[src/design/assert_macros.svh]
// Assertion macros used by the walker top RTL.
`ifndef ASSERT_MACROS_SVH
`define ASSERT_MACROS_SVH

`ifndef SYNTHESIS
// Concurrent check, held off while reset is asserted (active-low reset).
`define SCW_ASSERT_RST(lbl, clk, rst_n, prop, msg) \
    lbl: assert property (@(posedge clk) disable iff (!(rst_n)) prop) else $error(msg);
// Concurrent check that also applies during reset.
`define SCW_ASSERT_ALL(lbl, clk, prop, msg) \
    lbl: assert property (@(posedge clk) prop) else $error(msg);
`else
`define SCW_ASSERT_RST(lbl, clk, rst_n, prop, msg)
`define SCW_ASSERT_ALL(lbl, clk, prop, msg)
`endif

`endif

[src/design/scw_pkg.sv]
// Shared types and constants of the sector chain walker.
`default_nettype none

package scw_pkg;

    localparam int unsigned SECT_W    = 16;
    localparam int unsigned POS_W     = 24;
    localparam int unsigned BYTE_W    = 8;
    localparam int unsigned STAT_W    = 2;
    localparam int unsigned CFG_IDX_W = 3;
    localparam int unsigned EPOCH_W   = 8;

    localparam int unsigned SECTOR_SPACE_DEF = 65536;

    localparam logic [EPOCH_W-1:0] EPOCH_FIRST = EPOCH_W'(1);
    localparam logic [EPOCH_W-1:0] EPOCH_LAST  = {EPOCH_W{1'b1}};

    localparam logic [POS_W-1:0]  POS_MAX   = {POS_W{1'b1}};
    localparam logic [SECT_W-1:0] LINK_MASK_SHORT = SECT_W'(16'h03FF);
    localparam logic [SECT_W-1:0] FIRST_DATA_SECT = SECT_W'(2);
    localparam logic [BYTE_W-1:0] LEN_MASK_LAST   = BYTE_W'(8'h7F);

    // Result status codes.
    localparam logic [STAT_W-1:0] ST_CONTINUE = 2'd0;
    localparam logic [STAT_W-1:0] ST_END      = 2'd1;
    localparam logic [STAT_W-1:0] ST_INVALID  = 2'd2;
    localparam logic [STAT_W-1:0] ST_LOOP     = 2'd3;

    // Configuration register indexes.
    localparam logic [CFG_IDX_W-1:0] CFG_FULL_PAYLOAD = 3'd0;
    localparam logic [CFG_IDX_W-1:0] CFG_COUNTED      = 3'd1;
    localparam logic [CFG_IDX_W-1:0] CFG_EXTENDED     = 3'd2;
    localparam logic [CFG_IDX_W-1:0] CFG_LARGE_DISK   = 3'd3;
    localparam logic [CFG_IDX_W-1:0] CFG_BYTE_LIMIT   = 3'd4;

    // Configuration reset values.
    localparam logic [BYTE_W-1:0] FULL_PAYLOAD_RST = 8'd125;
    localparam logic              COUNTED_RST      = 1'b1;
    localparam logic              EXTENDED_RST     = 1'b0;
    localparam logic              LARGE_DISK_RST   = 1'b0;
    localparam logic [POS_W-1:0]  BYTE_LIMIT_RST   = '0;

    // Decoded sector trailer.
    typedef struct packed {
        logic [BYTE_W-1:0] len;
        logic [SECT_W-1:0] link;
    } t_trailer;

endpackage

`default_nettype wire

[src/design/scw_trailer_dec.sv]
// Trailer decoder: data length and next-sector link from the three trailer bytes.
`default_nettype none

module scw_trailer_dec (
    input  logic                       i_counted,
    input  logic                       i_extended,
    input  logic                       i_large_disk,
    input  logic [scw_pkg::BYTE_W-1:0] i_full_payload,
    input  logic [scw_pkg::BYTE_W-1:0] i_link_high,
    input  logic [scw_pkg::BYTE_W-1:0] i_link_low,
    input  logic [scw_pkg::BYTE_W-1:0] i_count_byte,
    output scw_pkg::t_trailer          o_dec
);

    logic [scw_pkg::BYTE_W-1:0] len;
    logic [scw_pkg::SECT_W-1:0] link;

    always_comb begin
        len  = i_count_byte;
        link = {i_link_high, i_link_low};
        // Old format: top bit of the count flags the last sector.
        if (!i_counted && !i_extended) begin
            if (i_count_byte[scw_pkg::BYTE_W-1]) begin
                len  = i_count_byte & scw_pkg::LEN_MASK_LAST;
                link = '0;
            end else begin
                len = i_full_payload;
            end
        end
        if (!i_extended || !i_large_disk) begin
            link = link & scw_pkg::LINK_MASK_SHORT;
        end
        o_dec.len  = len;
        o_dec.link = link;
    end

endmodule

`default_nettype wire
[config.mk]
export PLATFORM = sky130hd
export DESIGN_NAME = scw_trailer_dec
export DESIGN_NICKNAME = d
export VERILOG_FILES = /design/src/design/assert_macros.svh /design/src/design/scw_pkg.sv /design/src/design/scw_trailer_dec.sv
export SDC_FILE = /design/constraint.sdc
export NUM_CORES = 1
export LEC_CHECK = 0
export ABC_AREA = 1
export CAP_MARGIN = 25
export CORE_AREA = 8 8 45 47
export DETAILED_ROUTE_END_ITERATION = 8
export DIE_AREA = 0 0 53 55
export DONT_BUFFER_PORTS = 1
export PLACE_DENSITY = 0.33
export SLEW_MARGIN = 40
export SYNTH_ARGS = -nofsm -noshare
export SYNTH_HDL_FRONTEND = slang
export SYNTH_SLANG_ARGS = --single-unit
[constraint.sdc]
create_clock -name vclk -period 1.6
set_input_delay 0.32 -clock vclk [all_inputs]
set_output_delay 0.32 -clock vclk [all_outputs]
set_load 0.02 [all_outputs]
==> results of run 1 <==
-- power by group through the flow --
| stage | Sequential (mW) | Combinational, mW | Clock, mW |
|---|---|---|---|
| after global routing | 0 | 0.119 | 0 |
| after detailed placement | 0 | 0.110 | 0 |
| after global placement | 0 | 0.109 | 0 |
| final | 0 | 0.108 | 0 |
| after floorplan | 0 | 0.0983 | 0 |
| after CTS | 0 | 0.110 | 0 |
-- kinds of logic after synthesis --
| group | synth area share |
|---|---|
| simple gates | 0.739 |
| buf+inv | 0.261 |
-- worst max path at each step --
| stage | endpoint | start | slack [ns] |
|---|---|---|---|
| after CTS | o_dec[7] | i_count_byte[7] | 0.35 |
| after global routing | o_dec[7] | i_count_byte[7] | 0.28 |
| final | o_dec[7] | i_count_byte[7] | 0.37 |
| after global placement | o_dec[8] | i_count_byte[7] | 0.37 |
| after detailed placement | o_dec[7] | i_count_byte[7] | 0.34 |
| after floorplan | o_dec[0] | i_count_byte[7] | 0.44 |
-- layout make-up --
| cell class | instances | area, um^2 | area share |
|---|---|---|---|
| Tap cell | 16 | 20.0 | 0.0684 |
| Multi-Input combinational cell | 45 | 201 | 0.688 |
| Inverter | 19 | 71.3 | 0.244 |
-- metal layers --
| metal | GRT usage | up-vias | routed length (um) |
|---|---|---|---|
| met5 | 0 | - | 0 |
| met4 | 0 | 0 | 0 |
| met3 | 0.0187 | 0 | 173 |
| met2 | 0.113 | 36 | 475 |
| met1 | 0.0875 | 132 | 467 |
| li1 | - | 184 | - |
-- per-stage QoR --
stage | setup slack, ns | power, mW | utilization | area (um^2) | std cells
finish | 0.367 | 0.108 | 0.212 | 293 | 80
global route | 0.281 | 0.119 | 0.212 | 293 | 80
CTS | 0.345 | 0.110 | 0.212 | 293 | 80
detailed placement | 0.344 | 0.110 | 0.212 | 293 | 80
global placement | 0.367 | 0.109 | 0.212 | 293 | 80
floorplan | 0.443 | 0.0983 | - | 273 | 64
-- cells in the final DEF, fill, tap and decap left out, drive strengths merged --
cell,count
nand2,19
nand3,8
inv,19
nor2,18
==> flow_summary.json, run 1 <==
{
  "finalMaxSlewViolations": 0,
  "wl_um": 1120,
  "status": "finished clean",
  "setup_viol": 0,
  "p_int_mw": 0.0198,
  "layout.nets": 101,
  "drt_iter0_drc": 6,
  "place_hpwl_um": 1000,
  "power_density_nw_per_um2": 369,
  "rows": 14,
  "drive_above_1_share": 0.0625,
  "vias": 352,
  "critPathBufInv": 1,
  "antenna_cells": 0,
  "viasPerCell": 4.40,
  "cpMaxStageDelayCell": "nor2_1",
  "first_pass_iters": 3,
  "cap_viol_max_count": 0,
  "switchingPower_mw": 0.0881,
  "core_um2": 1380,
  "period_minus_slack_ns": 1.23,
  "synth_top_area_frac": 0.248,
  "rsz0062_at_grt": "no",
  "seqPwrFrac": 0,
  "cp_max_fo": 10,
  "wire_per_inst_um": 14.0,
  "fin_crit_sh": 0.771,
  "die_h_um": 55,
  "io_pins": 59,
  "slowest_delay_ns": 0.33,
  "nClkBuffers": 0,
  "area_delta_synth_final_pct": 7.34,
  "ctsResizeCount": 0,
  "critPathKind": "input port to output port",
  "regArea_um2": 0,
  "die_area_um2": 2920,
  "fmax_ghz": 0.811,
  "first_global_vias": 369,
  "crit_family": "simple AND/OR/NAND/NOR gates",
  "n_fill_cell": 169,
  "pwr-share-clk": 0,
  "hold_class": "input port to output port",
  "syn-instance-count": 64,
  "end_kind": "output port",
  "startpoint_type": "input port",
  "hold_depth": 2,
  "synth_nets": 99,
  "slew_headroom": 0.736,
  "antenna_left": 0,
  "required_ns": 1.28,
  "synth_cell_types": 7,
  "cts_hold_buf": 0,
  "power_frac_comb": 1.000,
  "hold_ws_ns": 0.765,
  "portBuffers": 0,
  "grt_max_degree": 11,
  "start_util": 0.197,
  "place_congestion": 0.574,
  "post_cts_buffers": 0,
  "arrival_ns": 0.91,
  "synthTopCellsByCount": "inv_1, nand2_1, nor2_1",
  "yosys_warnings": 0,
  "path_depth": 3,
  "crit_path_cell_trace": "inv_2, nor2_4, nor2_1",
  "min_to": "o_dec[0]",
  "seq_area_frac_synth": 0,
  "synth_top_area_cell": "inv_1",
  "grt_overflow_total": 0,
  "drc_errors": 0,
  "avgSynthCellArea_um2": 4.26,
  "seq_cell_count": 0,
  "peakVddDrop_v": 0.000103,
  "grt_pass1_wl_um": 1610,
  "hp-start": "i_link_low[0]",
  "power_leakage_nw": 0.216,
  "syn_area_um2": 273,
  "antenna_found_initial": 0,
  "fp.dieW_um": 53,
  "switching_share": 0.817,
  "finalHoldViolCount": 0,
  "synthTopCellsByArea": "inv_1, nand2_1, nor2_1",
  "grt_use_total": 0.0670,
  "tns_ns": 0,
  "worstMarginPinSlew_ns": 0.395
}
(Power assumes the default switching activity.)
==> inputs of run 2 (changes only) <==
--- a/config.mk
+++ b/config.mk
@@ -5,13 +5,13 @@
 export SDC_FILE = /design/constraint.sdc
 export NUM_CORES = 1
 export LEC_CHECK = 0
-export ABC_AREA = 1
+export ABC_AREA = 0
 export CAP_MARGIN = 25
 export CORE_AREA = 8 8 45 47
 export DETAILED_ROUTE_END_ITERATION = 8
 export DIE_AREA = 0 0 53 55
 export DONT_BUFFER_PORTS = 1
-export PLACE_DENSITY = 0.33
+export PLACE_DENSITY = 0.31
 export SLEW_MARGIN = 40
 export SYNTH_ARGS = -nofsm -noshare
 export SYNTH_HDL_FRONTEND = slang
==> constraint.sdc (replaced) <==
create_clock -name vclk -period 1.2
set_input_delay 0.24 -clock vclk [all_inputs]
set_output_delay 0.24 -clock vclk [all_outputs]
set_load 0.02 [all_outputs]
==> flow_summary.json, run 2 <==
{
  "nClkBuffers": 0,
  "fp.dieW_um": 53,
  "postLayoutSetupSlackWorst_ns": -0.00635,
  "area_delta_synth_final_pct": 17.9,
  "critPathKind": "input port to output port",
  "hold_class": "input port to output port",
  "switchingPower_mw": 0.0921,
  "syn-instance-count": 29,
  "vias": 247,
  "io_pins": 59,
  "arrival_ns": 0.97,
  "dpl.cell_count": 45,
  "antenna_left": 0,
  "synthTopCellsByArea": "mux2_2, nor2b_1, and3_1",
  "syn_area_um2": 238,
  "pwr-share-clk": 0,
  "grt_overflow_total": 0,
  "start_util": 0.172,
  "hp-start": "i_full_payload[1]",
  "crit_start": "i_extended",
  "synth_cell_types": 9,
  "synthTopCellsByCount": "nor2b_1, mux2_2, and3_1",
  "wire_per_inst_um": 24.4,
  "peakVddDrop_v": 0.0000857,
  "p_int_mw": 0.0431,
  "slew_headroom": 0.708,
  "power_density_nw_per_um2": 483,
  "synthMostInstantiatedCell": "nor2b_1",
  "place_congestion": 0.718,
  "cpMaxStageDelayCell": "mux2_2",
  "grt_pass1_wl_um": 1600,
  "cts_hold_buf": 0,
  "synth_nets": 64,
  "fin_crit_sh": 1.01,
  "worstMarginPinSlew_ns": 0.437,
  "regArea_um2": 0,
  "seq_area_frac_synth": 0,
  "viasPerCell": 5.37,
  "end_kind": "output port",
  "period_minus_slack_ns": 1.21,
  "power_frac_comb": 1.000,
  "synth_top_area_frac": 0.332,
  "finalMaxSlewViolations": 0,
  "startpoint_type": "input port",
  "mostFrequentLayoutCell": "nor2b_1",
  "drt_iter0_drc": 5,
  "seq_cell_count": 0,
  "required_ns": 0.96,
  "antenna_cells": 0,
  "drive_above_1_share": 0.400,
  "portBuffers": 0,
  "finalHoldViolCount": 0,
  "antenna_found_initial": 0,
  "avgSynthCellArea_um2": 8.20,
  "die_area_um2": 2920,
  "seqPwrFrac": 0,
  "first_global_vias": 298,
  "place_ws_ns": -0.0652,
  "fmax_ghz": 0.829,
  "violations": "setup timing",
  "finalCoreUtilization": 0.203,
  "cap_viol_max_count": 0,
  "wl_um": 1120,
  "status": "complete, but fails checks",
  "yosys_warnings": 0,
  "cp_max_fo": 10,
  "setup_viol": 6,
  "first_pass_iters": 2,
  "die_h_um": 55,
  "slowest_delay_ns": 0.39,
  "grt_max_degree": 11,
  "layout.nets": 67,
  "p_total_mw": 0.135,
  "rsz0062_at_grt": "yes",
  "power_leakage_nw": 0.118,
  "rows": 14,
  "layout_common_cells": "nor2b_1, and3_1, mux2_2",
  "crit_path_cell_trace": "nor3_4, buf_12, mux2_2",
  "layout.cells.non_filler": 46,
  "grt_use_total": 0.0703,
  "switching_share": 0.681,
  "synth_top_area_cell": "mux2_2",
  "core_um2": 1380,
  "drc_errors": 0
}
==> run 2: cell type report <==
| type | instances | area, um^2 |
|---|---|---|
| Fill cell | 148 | 1100 |
| Multi-Input combinational cell | 28 | 233 |
| Tap cell | 16 | 20.0 |
| Timing Repair Buffer | 2 | 27.5 |
==> run 2: cells by family (layout without fill, tap and decap cells) <==
| kind of cell | Yosys count | in the layout | synth area share |
|---|---|---|---|
| muxes | 7 | 7 | 0.332 |
| buffers and inverters | 1 | 2 | 0.0474 |
| and+or+nand+nor | 20 | 20 | 0.600 |
| AOI/OAI and AO/OA | 1 | 1 | 0.0210 |
==> run 2: what timing repair did <==
action,CTS,global route
endpoints found under the setup margin,7,7
setup buffers,1,0
gates resized for setup,0,1
pin swaps,1,0
endpoints found under the hold margin,0,0
==> run 2: through the flow <==
| stage | hold WS [ns] | setup TNS, ns | area [um^2] |
|---|---|---|---|
| final | 0.647 | -0.0245 | 280 |
| after global routing | 0.651 | -0.168 | 280 |
| after CTS | 0.659 | -0.0666 | 277 |
| after detailed placement | 0.659 | -0.436 | 256 |
| after global placement | 0.658 | -0.338 | 256 |
| after floorplan | 0.649 | -0.387 | 244 |
==> run 2: power groups by stage <==
stage | clock, mW | sequential (mW) | combinational, mW
after global placement | 0 | 0 | 0.131
after detailed placement | 0 | 0 | 0.130
after floorplan | 0 | 0 | 0.125
after global routing | 0 | 0 | 0.143
final | 0 | 0 | 0.135
after CTS | 0 | 0 | 0.136
==> run 2: path summary, 6_finish.rpt <==
| kind | depth (start not counted) | endpoint | slack (ns) |
|---|---|---|---|
| worst min-delay path | 1 | o_dec[17] | 0.65 |
| worst max-delay path | 3 | o_dec[20] | -0.006 |
==> run 2: critical path: cells and delay by family <==
kind | cells | cell delay (ns)
and+or+nand+nor | 1 | 0.19
muxes | 1 | 0.39
buffers and inverters | 1 | 0.14
==> run 2: routing by layer <==
metal	up-vias	share of wire	global-route usage
li1	106	-	-
met1	104	0.35	0.0650
met2	37	0.49	0.148
met3	0	0.16	0.0267
met4	0	0	0
met5	-	0	0
==> inputs of run 3 (changes only) <==
--- a/config.mk
+++ b/config.mk
@@ -6,11 +6,11 @@
 export NUM_CORES = 1
 export LEC_CHECK = 0
 export ABC_AREA = 0
-export CAP_MARGIN = 25
 export CORE_AREA = 8 8 45 47
 export DETAILED_ROUTE_END_ITERATION = 8
 export DIE_AREA = 0 0 53 55
 export DONT_BUFFER_PORTS = 1
+export GPL_ROUTABILITY_DRIVEN = 0
 export PLACE_DENSITY = 0.31
 export SLEW_MARGIN = 40
 export SYNTH_ARGS = -nofsm -noshare
==> constraint.sdc (replaced) <==
create_clock -name vclk -period 1.4
set_input_delay 0.28 -clock vclk [all_inputs]
set_output_delay 0.28 -clock vclk [all_outputs]
set_load 0.02 [all_outputs]
==> flow_summary.json, run 3 (synthesized netlist as in run 2, its figures left out) <==
{
  "status": "finished clean",
  "first_global_vias": 239,
  "end_kind": "output port",
  "cap_viol_max_count": 0,
  "cpMaxStageDelayCell": "mux2_2",
  "peakVddDrop_v": 0.0000967,
  "fp.dieW_um": 53,
  "rows": 14,
  "crit_family": "multiplexers",
  "period_minus_slack_ns": 1.33,
  "portBuffers": 0,
  "layout_common_cells": "nor2b_1, mux2_2, and3_1",
  "viasPerCell": 5.20,
  "drc_errors": 0,
  "rsz0062_at_grt": "no",
  "ctsResizeCount": 0,
  "hold_class": "input port to output port",
  "die_area_um2": 2920,
  "arrival_ns": 1.05,
  "fmax_ghz": 0.754,
  "tns_ns": 0,
  "layout.cells.non_filler": 45,
  "io_pins": 59,
  "drt_iter0_drc": 0,
  "seq_cell_count": 0,
  "grt_pass1_wl_um": 1270,
  "first_pass_iters": 1,
  "mostFrequentLayoutCell": "nor2b_1",
  "slowest_delay_ns": 0.45,
  "grt_use_total": 0.0540,
  "vias": 234,
  "nClkBuffers": 0,
  "start_util": 0.172,
  "setup_viol": 0,
  "area_delta_synth_final_pct": 6.84,
  "grt_max_degree": 11,
  "required_ns": 1.12,
  "crit_path_cell_trace": "nor3_4, mux2_2",
  "slew_headroom": 0.702,
  "place_ws_ns": 0.0614,
  "wl_um": 1130,
  "core_um2": 1380,
  "antenna_found_initial": 0,
  "critPathKind": "input port to output port",
  "drive_above_1_share": 0.345,
  "grt_overflow_total": 0,
  "dpl.cell_count": 45,
  "power_density_nw_per_um2": 433,
  "startpoint_type": "input port",
  "critPathBufInv": 0,
  "finalHoldViolCount": 0,
  "wire_per_inst_um": 25.0,
  "power_leakage_nw": 0.106,
  "worstMarginPinSlew_ns": 0.446,
  "die_h_um": 55,
  "fin_crit_sh": 0.947,
  "layout.nets": 66,
  "antenna_cells": 0,
  "antenna_left": 0,
  "cp_max_fo": 7,
  "p_total_mw": 0.110,
  "regArea_um2": 0,
  "postLayoutSetupSlackWorst_ns": 0.0739,
  "post_cts_buffers": 0,
  "cts_hold_buf": 0,
  "hold_ws_ns": 0.738,
  "finalMaxSlewViolations": 0
}
run 3: cell count changes in the layout (fill, tap and decap cells not counted):
cell	before	now
nand2_2	1	0
mux2_2	6	7
mux2_4	1	0
nand2_1	0	1
buf_12	1	0
run 3: cell type report:
cell class,count,area (um^2)
multi-input combinational,28,226
fill,157,1130
tap,16,20.0
timing repair buffer,1,7.51
run 3: through the flow:
step           utilization  instance area [um^2]
2_1_floorplan            -                   238
6_report             0.184                   254
3_3_place_gp         0.184                   254
5_1_grt              0.184                   254
3_5_place_dp         0.184                   254
4_1_cts              0.184                   254
run 3: routing by layer:
metal | GRT usage | share of wire
met1 | 0.0544 | 0.26
met2 | 0.117 | 0.63
met3 | 0.00802 | 0.11
met4 | 0 | 0
met5 | 0 | 0
run 3: power breakdown:
| group | internal [mW] | switching, mW |
|---|---|---|
| Sequential | 0 | 0 |
| Clock | 0 | 0 |
| Combinational | 0.0314 | 0.0785 |
run 3: path summary, 6_finish.rpt:
check,startpoint,endpoint,slack (ns),cells past startpoint
max,i_count_byte[7],o_dec[16],0.07,2
min,i_link_low[0],o_dec[0],0.74,1
